### src/rtl/core/qpm_pkg.sv
// Shared types, constants and corner-index helpers for the quad projective map.
// No dependencies; every other file in rtl/core imports this package.
package qpm_pkg;

    localparam int COORD_WIDTH_DEF = 24;
    localparam int UV_W            = 18;
    localparam int CW_W            = 20;
    localparam int KIND_W          = 4;
    localparam int CFG_IDX_W       = 4;
    localparam int JOB_DEPTH       = 4;
    localparam int JAC_FRAC        = 16;
    localparam int NUM_CORNERS     = 4;
    localparam int NUM_REGS        = 8;

    // barycentric weight of the first triangle is one minus u minus v
    localparam logic [CW_W-1:0] CW_ONE = CW_W'(65536);

    typedef struct packed {
        logic [UV_W-1:0] u;
        logic [UV_W-1:0] v;
        logic [CW_W-1:0] cw;
        logic            mode;
    } t_job;

    typedef struct packed {
        logic       hit;
        logic [1:0] q;
        logic [1:0] r;
    } t_dpos;

    typedef enum logic [3:0] {
        ST_IDLE,
        ST_AREA,
        ST_ALPHA,
        ST_NUM,
        ST_CHECK,
        ST_PDIV,
        ST_PEMIT,
        ST_DEN,
        ST_AH,
        ST_REL,
        ST_COLINIT,
        ST_DA,
        ST_DAR,
        ST_JDIV,
        ST_JEMIT,
        ST_DEGEMIT
    } t_bstate;

    function automatic logic [1:0] f_next3(input logic [1:0] p);
        return (p == 2'd2) ? 2'd0 : p + 2'd1;
    endfunction

    // corner at position p of triangle t: {1,2,3}, {0,2,3}, {0,1,2}
    function automatic logic [1:0] f_tri_pt(input logic [1:0] t, input logic [1:0] p);
        logic [1:0] r;
        if (t == 2'd2) begin
            r = p;
        end else if (t == 2'd1 && p == 2'd0) begin
            r = 2'd0;
        end else begin
            r = p + 2'd1;
        end
        return r;
    endfunction

    // corner whose weight triangle t carries
    function automatic logic [1:0] f_owner(input logic [1:0] t);
        return (t == 2'd2) ? 2'd3 : t;
    endfunction

    // triangle that carries corner c directly (c is 0, 1 or 3)
    function automatic logic [1:0] f_col_tri(input logic [1:0] c);
        return (c == 2'd3) ? 2'd2 : c;
    endfunction

    // neighbors of corner c inside triangle t, for the area derivative
    function automatic t_dpos f_dpos(input logic [1:0] t, input logic [1:0] c);
        t_dpos d;
        d = '0;
        for (int p = 0; p < 3; p++) begin
            if (f_tri_pt(t, 2'(p)) == c) begin
                d.hit = 1'b1;
                d.q   = f_tri_pt(t, f_next3(2'(p)));
                d.r   = f_tri_pt(t, f_next3(f_next3(2'(p))));
            end
        end
        return d;
    endfunction

endpackage

### src/rtl/core/qpm_front.sv
// Front end: corner registers, input word intake and the job queue to the back end.
// Depends on qpm_pkg.
module qpm_front import qpm_pkg::*; #(
    parameter int COORD_WIDTH = COORD_WIDTH_DEF
) (
    input  logic                   i_clk,
    input  logic                   i_rst_n,
    input  logic                   i_cfg_valid,
    input  logic [CFG_IDX_W-1:0]   i_cfg_index,
    input  logic [COORD_WIDTH-1:0] i_cfg_data,
    output logic                   o_cfg_ready,
    input  logic                   i_push,
    input  logic [UV_W-1:0]        i_u,
    input  logic [UV_W-1:0]        i_v,
    input  logic                   i_mode,
    output logic                   o_full,
    output logic                   o_job_valid,
    output t_job                   o_job,
    input  logic                   i_job_take,
    output logic [COORD_WIDTH-1:0] o_cx [NUM_CORNERS],
    output logic [COORD_WIDTH-1:0] o_cy [NUM_CORNERS]
);

    localparam int PTR_W = $clog2(JOB_DEPTH);
    localparam int CNT_W = $clog2(JOB_DEPTH + 1);

    logic [COORD_WIDTH-1:0] r_cx [NUM_CORNERS];
    logic [COORD_WIDTH-1:0] r_cy [NUM_CORNERS];
    t_job                   r_mem [JOB_DEPTH];
    logic [PTR_W-1:0]       r_wr, r_rd;
    logic [CNT_W-1:0]       r_cnt;
    logic                   push_ok;
    t_job                   new_job;

    assign o_cfg_ready = 1'b1;
    assign o_full      = (r_cnt == CNT_W'(JOB_DEPTH));
    assign o_job_valid = (r_cnt != '0);
    assign o_job       = r_mem[r_rd];
    assign o_cx        = r_cx;
    assign o_cy        = r_cy;
    assign push_ok     = i_push && !o_full;

    always_comb begin
        new_job.u    = i_u;
        new_job.v    = i_v;
        new_job.cw   = CW_ONE - {{(CW_W-UV_W){i_u[UV_W-1]}}, i_u}
                              - {{(CW_W-UV_W){i_v[UV_W-1]}}, i_v};
        new_job.mode = i_mode;
    end

    always_ff @(posedge i_clk) begin
        if (!i_rst_n) begin
            for (int i = 0; i < NUM_CORNERS; i++) begin
                r_cx[i] <= '0;
                r_cy[i] <= '0;
            end
        end else if (i_cfg_valid && i_cfg_index < CFG_IDX_W'(NUM_REGS)) begin
            // odd index is y, even is x; ignore anything past the last corner
            if (i_cfg_index[0]) begin
                r_cy[i_cfg_index[2:1]] <= i_cfg_data;
            end else begin
                r_cx[i_cfg_index[2:1]] <= i_cfg_data;
            end
        end
    end

    always_ff @(posedge i_clk) begin
        if (push_ok) begin
            r_mem[r_wr] <= new_job;
        end
    end

    always_ff @(posedge i_clk) begin
        if (!i_rst_n) begin
            r_wr  <= '0;
            r_rd  <= '0;
            r_cnt <= '0;
        end else begin
            if (push_ok) begin
                r_wr <= r_wr + PTR_W'(1);
            end
            if (i_job_take) begin
                r_rd <= r_rd + PTR_W'(1);
            end
            r_cnt <= r_cnt + CNT_W'(push_ok) - CNT_W'(i_job_take);
        end
    end

endmodule

### config.mk
export PLATFORM = sky130hd
export DESIGN_NAME = qpm_front
export DESIGN_NICKNAME = d
export VERILOG_FILES = /design/src/rtl/core/qpm_pkg.sv /design/src/rtl/core/qpm_front.sv
export SDC_FILE = /design/constraint.sdc
export NUM_CORES = 1
export LEC_CHECK = 0
export BUFFER_PORTS_ARGS = -buffer_cell sky130_fd_sc_hd__buf_2
export CAP_MARGIN = 20
export CORE_ASPECT_RATIO = 1.1
export CORE_MARGIN = 5
export CORE_UTILIZATION = 60
export DETAILED_ROUTE_END_ITERATION = 7
export PLACE_DENSITY = 0.85
export SLEW_MARGIN = 30
export SYNTH_ARGS = -nofsm -noshare
export SYNTH_HDL_FRONTEND = slang
export SYNTH_SLANG_ARGS = --single-unit
export TNS_END_PERCENT = 100
### constraint.sdc
create_clock -name i_clk -period 8.3 [get_ports i_clk]
set_clock_uncertainty 0.2 [all_clocks]
set_input_delay 0.415 -clock i_clk [delete_from_list [all_inputs] [get_ports i_clk]]
set_output_delay 0.415 -clock i_clk [all_outputs]
set_load 0.02 [all_outputs]
# Yosys cells after proc, flatten, opt, wreduce, memory -nomap -nowiden
# Memory sizes are Yosys's and may differ from the RTL's. A register that Yosys moved wholly into a read port is not among the register bits.
# Cells that the tools add are included.
# word_totals
regBits	199
ramBits	228
elab_cells	39
mem_count	1
# mem_list
name	words	width	read_ports	rd_clocked_by_memory_dff	write_ports	line	rtl
r_mem	4	57	1	1	1	qpm_front.sv:29	t_job r_mem [JOB_DEPTH];
# classes
add_sub_neg	6
n_lt_le_gt_ge	3
eq_ne	1
n_mux	8
bitwise	2
n_reduce_logical	7
# ops
cell	n
$bwmux 96	2
$demux 24 s2	1
$mux 24	1
$sub 19x18->20	1
$sub 18x18->19 const A	1
$add 2x1->2 const B	2
$lt 4x4->1 const B	1
$mux 2	2
$reduce_and 2->1	2
$add 3x1->3	1
$eq 3x3->1 const B	1
$ge 3x3->1 const B	1
$logic_and 1x1->1	3
$lt 3x1->1 const B	1
$not 2->3	1
$reduce_bool 3->1	1
$sub 3x1->3	1
$mux 1	2
$logic_not 1->1	1
$not 1->1	1

# Longest topological paths before layout
# Gate-level depths: netlist of the first run.
# logic_depth
ltp_word	6
mapped_depth	11
ltp_nobuf	11

# Worst setup path before layout of the first run
# No wires, ideal clock.
# synth_path
path_type	flip-flop to flip-flop
start	register r_cnt[2]
end	memory r_mem[0][0] in the netlist's numbering, enable pin
arrival_ns	2.252
slack_ns	5.427
stages_incl_launch_ff	5
path_cell_list	dfxtp_1 -> nor3b_1 -> nor2b_1 -> clkbuf_1 -> and2_1
# synth_via
elab_chain_cells	5
# synth_rtl
element	line	rtl
from (decl)	qpm_front.sv:31	logic [CNT_W-1:0] r_cnt;
from (signal assigned)	qpm_front.sv:85	r_cnt <= r_cnt + CNT_W'(push_ok) - CNT_W'(i_job_take);
$eq 3x3->1	qpm_front.sv:36	assign o_full = (r_cnt == CNT_W'(JOB_DEPTH));
via o_full	qpm_front.sv:16	output logic o_full,
$logic_not 1->1	qpm_front.sv:41	assign push_ok = i_push && !o_full;
$logic_and 1x1->1	qpm_front.sv:41	
$mux 1	qpm_front.sv:68	if (push_ok) begin
$mux 1 (not written as such)	qpm_front.sv:69	r_mem[r_wr] <= new_job;
to (decl)	qpm_front.sv:29	
# The timed path passes the listed nets, and every way through them passes these cells.

==> flow_metrics.tcl, run 1 <==
set metrics [dict create \
    outcome "complete, no violations" \
    clk_pin_slew_ns 0.06 \
    post_cts_buffers 0 \
    clock_path_buffers 3 \
    grt_use_total_pct 26.8 \
    rr_startpoint "r_cnt[1]" \
    fmax_mhz 279 \
    synth_edf_count 228 \
    drv_cap 0 \
    worst_slack_ns 4.72 \
    yosysTopAreaCellShare_pct 39.9 \
    grt_pass1_vias 12400 \
    worstMarginPinSlew_ns 0.973 \
    worstRegToRegCells 9 \
    cts-buffers-inserted 41 \
    ys_seq_elements 429 \
    cts_tree "built" \
    finalHoldViolCount 0 \
    ios 322 \
    grt_pass1_wl_mm 68.0 \
    critical_path_class "input pin to flip-flop" \
    cts-root-buf "clkbuf_16" \
    io_buffers 320 \
    finalCriticalPeriod_ns 3.58 \
    hold_end "o_cy[1]" \
    p_per_area_mw_per_mm2 242 \
    hp-class "input pin to flip-flop" \
    drive_gt1_share_pct 26.9 \
    die-area_mm2 0.0321 \
    leakage_nw 7.94 \
    rr_endpoint "r_cnt[2]" \
    place_ws_ns 4.96 \
    ys_types 51 \
    endpoint_kind "flip-flop" \
    synth_warnings 0 \
    setup-violations-final 0 \
    htreeDepth 2 \
    area_delta_synth_final_pct 19.9 \
    slew_headroom_pct 34.8 \
    coreArea_mm2 0.0285 \
    wl_per_cell_um 20.6 \
    antenna_found_initial 1 \
    synth_area_mm2 0.0172 \
    synth.yosys.seq_area_share_pct 63.4 \
    synthArstFlopShare_pct 0 \
    crit_arrival_ns 3.70 \
    crit_fanout 5 \
    synthTopCellsByArea "edfxtp_1 40%, dfxtp_1 23%, nand2_1 8.7%" \
    syn-num-nets 1509 \
    netlist_instances 1395 \
    place_congestion 0.867 \
    slew_violations 0 \
    clock_sinks 429 \
    grt_max_degree 104 \
    drc 0 \
    num_vias 11800 \
    r2r_slack_ns 5.86 \
    rsz0062_at_grt "false" \
    overflow 0 \
    die_x_um 171 \
    dr.pass1.iters 5 \
    synth_top_area_cell "edfxtp_1" \
    postRouteAntennaNets 0 \
    die_y_um 187 \
    drtIter0Drc 927 \
    clk_latency_ns 0.52 \
    viasPerCell 5.62 \
    synth_ff_type "edfxtp_1" \
    dpl.hpwl_mm 28.2 \
    tns_ns 0 \
    rows 65 \
    nFillCells 1794 \
    period_share_pct 43.2 \
    drt_wl_total_mm 43.5 \
    ir_worst_vdd_v 0.000224 \
    avgSynthCellArea_um2 12.3 \
    initial_core_util_pct 60.3 \
    startpoint_type "input pin" \
    fin_nets 1823 \
    hold_start "i_cfg_data[1]" \
    cp.required_ns 8.41 \
    holdPathStages 3 \
]
-- area by class of cell --
class                   count  area, um^2  share of cell area (%)
flip-flops and latches    429       10900                    52.9
clock buffers              60        1190                    5.78
diodes                      1        2.50                  0.0122
inverters                  52         195                   0.949
clock inverters            10        80.1                   0.389
multi-input cells         813        5650                    27.4
well taps                 368         460                    2.24
repair buffers            372        2120                    10.3
-- critical path: stages --
cell and delay (ns):
dlygate4sd3_1 0.53, buf_2 0.17, inv_1 0.09, ha_1 0.31, ha_1 0.38, and2_1 0.20, a221oi_1 0.47, nand3_1 0.18
a31oi_1 0.41, o21ai_0 0.20, xnor2_1 0.33
-- cell families after synthesis --
| kind of cell | synth area share [%] |
|---|---|
| mux | 7.54 |
| fa+ha+maj | 3.30 |
| simple gates | 10.6 |
| other cells | 0.0219 |
| flops | 63.4 |
| xor+xnor | 1.07 |
| buf+inv | 3.95 |
| compound gates | 10.1 |
-- through the flow --
| stage | power (mW) | std cells | hold slack, ns | cell area [um^2] | util [%] |
|---|---|---|---|---|---|
| 2_1_floorplan | 2.98 | 1395 | 0.314 | 17200 | - |
| 3_3_place_gp | 3.19 | 1993 | 0.249 | 18800 | 66.2 |
| 3_5_place_dp | 3.23 | 1995 | 0.255 | 18900 | 66.3 |
| 4_1_cts | 5.00 | 2102 | 0.0211 | 20500 | 72.1 |
| 6_report | 4.98 | 2105 | 0.0435 | 20600 | 72.3 |
| 5_1_grt | 5.18 | 2105 | 0.0431 | 20600 | 72.3 |
-- flip-flops by register name, summed over array words and instances, names as in the netlist, named ones only --
register  count
r_mem       228
o_cx         96
o_cy         96
r_cnt         3
r_rd          2
r_wr          2
-- Yosys cell counts, drive strengths merged, types with 2 or more instances --
cell / number
a21boi: 192
a21o: 4
a21oi: 12
a31o: 2
a31oi: 6
and2: 13
and3: 2
and3b: 2
buf: 34
clkbuf: 67
dfxtp: 201
edfxtp: 228
fa: 2
ha: 42
inv: 52
mux4: 57
nand2: 396
nand2b: 2
nand3: 4
nand3b: 5
nand4: 2
nor2: 13
nor2b: 3
nor3: 3
nor3b: 4
o211ai: 3
o21ai: 8
o31ai: 2
xnor2: 17
xor2: 4
-- what timing repair did --
action | in CTS | in global routing
gates resized for setup | 0 | 0
hold buffers | 37 | 0
hold endpoints to repair | 148 | 0
-- where the power goes --
group          leakage (nW)  internal, mW  switching, mW
combinational          3.61         0.270          0.458
sequential             3.71          2.43         0.0485
clock                 0.615          1.02          0.751
-- worst max path at each step --
stage,startpoint,to
6_report,i_v[5],r_mem[0][14]
5_1_grt,i_v[5],r_mem[0][14]
4_1_cts,i_v[5],r_mem[0][14]
3_5_place_dp,i_u[1],r_mem[1][16]
3_3_place_gp,i_u[1],r_mem[0][20]
2_1_floorplan,r_cnt[2],r_mem[0][0]
-- metal layers --
metal	part of all wire [%]	global-route usage [%]
met5	0	0
met1	36	31.9
met3	9.8	8.43
met4	3.0	8.17
met2	51	46.4
-- placed cells by master, fill, tap and decap left out, types with 3 or more instances in the layout --
| cell | instances |
|---|---|
| inv_1 | 52 |
| a31oi_1 | 5 |
| ha_1 | 42 |
| nor2b_1 | 3 |
| a21oi_1 | 12 |
| nor3b_2 | 3 |
| and2_2 | 4 |
| a21boi_0 | 192 |
| mux4_2 | 57 |
| a21o_1 | 4 |
| dfxtp_1 | 199 |
| o211ai_1 | 3 |
| clkinv_1 | 3 |
| edfxtp_1 | 228 |
| nand2_1 | 395 |
| and2_1 | 8 |
| clkbuf_1 | 12 |
| buf_4 | 11 |
| xor2_1 | 4 |
| dlygate4sd3_1 | 37 |
| buf_2 | 319 |
| xnor2_1 | 17 |
| clkbuf_8 | 5 |
| clkbuf_16 | 43 |
| nor2_1 | 13 |
| buf_8 | 4 |
| clkinv_2 | 3 |
| o21ai_0 | 7 |
| nand3b_1 | 5 |
(Power assumes the default switching activity.)
==> run 2: changes to the inputs <==
--- a/config.mk
+++ b/config.mk
@@ -9,9 +9,9 @@
 export CAP_MARGIN = 20
 export CORE_ASPECT_RATIO = 1.1
 export CORE_MARGIN = 5
-export CORE_UTILIZATION = 60
+export CORE_UTILIZATION = 55
 export DETAILED_ROUTE_END_ITERATION = 7
-export PLACE_DENSITY = 0.85
+export PLACE_DENSITY = 0.79
 export SLEW_MARGIN = 30
 export SYNTH_ARGS = -nofsm -noshare
 export SYNTH_HDL_FRONTEND = slang
==> constraint.sdc (replaced) <==
create_clock -name i_clk -period 3.5 [get_ports i_clk]
set_clock_uncertainty 0.2 [all_clocks]
set_input_delay 0.175 -clock i_clk [delete_from_list [all_inputs] [get_ports i_clk]]
set_output_delay 0.175 -clock i_clk [all_outputs]
set_load 0.02 [all_outputs]
==> flow_metrics.tcl, run 2 (synthesis results as in run 1) <==
set metrics [dict create \
    outcome "complete, no violations" \
    tns_ns 0 \
    cts-root-buf "clkbuf_16" \
    cpMaxStageDelayCell "dlygate4sd3_1" \
    finalCriticalPeriod_ns 3.17 \
    worst_slack_ns 0.332 \
    wl_per_cell_um 20.0 \
    dr.pass1.iters 4 \
    crit_path_frequent_cell "ha_1" \
    rsz0062_at_grt "false" \
    clock_sinks 429 \
    io_buffers 320 \
    overflow 0 \
    endpoint_kind "flip-flop" \
    initial_core_util_pct 56.1 \
    cts-buffers-inserted 42 \
    drtIter0Drc 782 \
    post_cts_buffers 0 \
    die-area_mm2 0.0348 \
    drive_gt1_share_pct 26.5 \
    htreeDepth 2 \
    drc 0 \
    p_sw_share_pct 25.4 \
    place_ws_ns 0.407 \
    total_power_mw 11.7 \
    clock_path_buffers 3 \
    drt_wl_total_mm 43.7 \
    rows 67 \
    rr_startpoint "r_cnt[1]" \
    switching_power_mw 2.98 \
    instances_no_fill 2181 \
    coreArea_mm2 0.0306 \
    die_y_um 195 \
    place_congestion 0.955 \
    largest_register_ffs 228 \
    p_per_area_mw_per_mm2 561 \
    worstMarginPinSlew_ns 0.909 \
    layout_commonest_cell "nand2_1" \
    num_vias 11900 \
    fin_util_pct 68.4 \
    grt_max_degree 105 \
    antenna_found_initial 0 \
    crit_chain "dlygate4sd3_1 > buf_2 > inv_1 > ha_1 > ha_1 > and2_1 > a221oi_1 > nand3_1 > a31oi_1 > o21ai_0 > xnor2_1" \
    viasPerCell 5.44 \
    hold_end "r_wr[1]" \
    postRouteAntennaNets 0 \
    r2r_slack_ns 1.05 \
    clk_latency_ns 0.52 \
    p_seq_share_pct 50.0 \
    grt_pass1_vias 12300 \
    fin_nets 1854 \
    drv_cap 0 \
    ios 322 \
    design_area_mm2 0.0209 \
    die_x_um 178 \
    cts_tree "built" \
    power.internal_mw 8.76 \
    cp.required_ns 3.61 \
    place_area_mm2 0.0190 \
    slew_violations 0 \
    slew_headroom_pct 39.4 \
    top_register "r_mem" \
    area_delta_synth_final_pct 21.9 \
    hold_start "i_push" \
    period_share_pct 90.5 \
    cts_resized 0 \
    finalHoldViolCount 0 \
    fmax_mhz 316 \
    p_clk_share_pct 35.1 \
    grt_pass1_wl_mm 67.9 \
    fin_hold_ws_ns 0.0436 \
    dpl.hpwl_mm 28.7 \
    antenna_cells 0 \
    pwr-share-comb_pct 15.0 \
    leakage_nw 8.07 \
    setup-violations-final 0 \
    critical_path_class "input pin to flip-flop" \
    clk_pin_slew_ns 0.06 \
    crit_fanout 5 \
    grt_use_total_pct 24.7 \
    crit_arrival_ns 3.28 \
    rr_endpoint "r_cnt[2]" \
    worstRegToRegCells 9 \
    timing.critical_path.slowest_cell_delay_ns 0.55 \
    dp.cells 2048 \
    holdPathStages 4 \
    startpoint_type "input pin" \
    hp-class "input pin to flip-flop" \
    final_cell_mix "394 x nand2_1, 319 x buf_2, 228 x edfxtp_1" \
    ir_worst_vdd_v 0.000398 \
]
[run 2: cell type report]
class                           count  area [um^2]
Fill cell                        2141         9680
Clock buffer                       59         1180
Multi-Input combinational cell    813         5640
Inverter                           52          195
Tap cell                          414          518
Timing Repair Buffer              402         2440
Clock inverter                     12         65.1
Sequential cell                   429        10900
[run 2: timing repair]
item / CTS / global route
setup endpoints to repair: 0 / 0
endpoints found under the hold margin: 348 / 0
hold buffers: 62 / 0
[run 2: worst max path at each step]
stage               startpoint           end  slack (ns)  cells after the start
finish                  i_v[5]  r_mem[2][14]        0.33                     11
detailed placement      i_u[5]  r_mem[1][14]        0.41                     10
global placement        i_u[5]  r_mem[2][14]        0.51                     10
floorplan             r_cnt[2]   r_mem[0][0]        0.63                      4
CTS                     i_v[5]  r_mem[2][14]        0.39                     11
global route            i_v[5]  r_mem[2][14]         0.1                     11
[run 2: critical path, delay by kind of cell]
| family | cells | cell delay [ns] |
|---|---|---|
| AND/OR/NAND/NOR | 2 | 0.39 |
| XOR/XNOR | 1 | 0.31 |
| AO/OA/AOI/OAI | 3 | 1.01 |
| buffers and inverters | 3 | 0.76 |
| adder cells (fa/ha/maj) | 2 | 0.64 |
[run 2: metal layers]
metal,GRT usage (%),up-vias,share of wire (%)
li1,-,5507,-
met1,29.0,5773,37
met2,42.2,479,50
met3,8.33,96,10
met4,8.79,0,3.5
met5,0,-,0
[run 2: power by group through the flow]
stage | logic [mW] | registers [mW] | clock network (mW)
floorplan | 1.11 | 5.96 | 0
global placement | 1.68 | 5.94 | 0
detailed placement | 1.70 | 5.97 | 0
CTS | 1.76 | 5.86 | 4.18
global route | 1.89 | 5.89 | 4.42
finish | 1.76 | 5.86 | 4.12
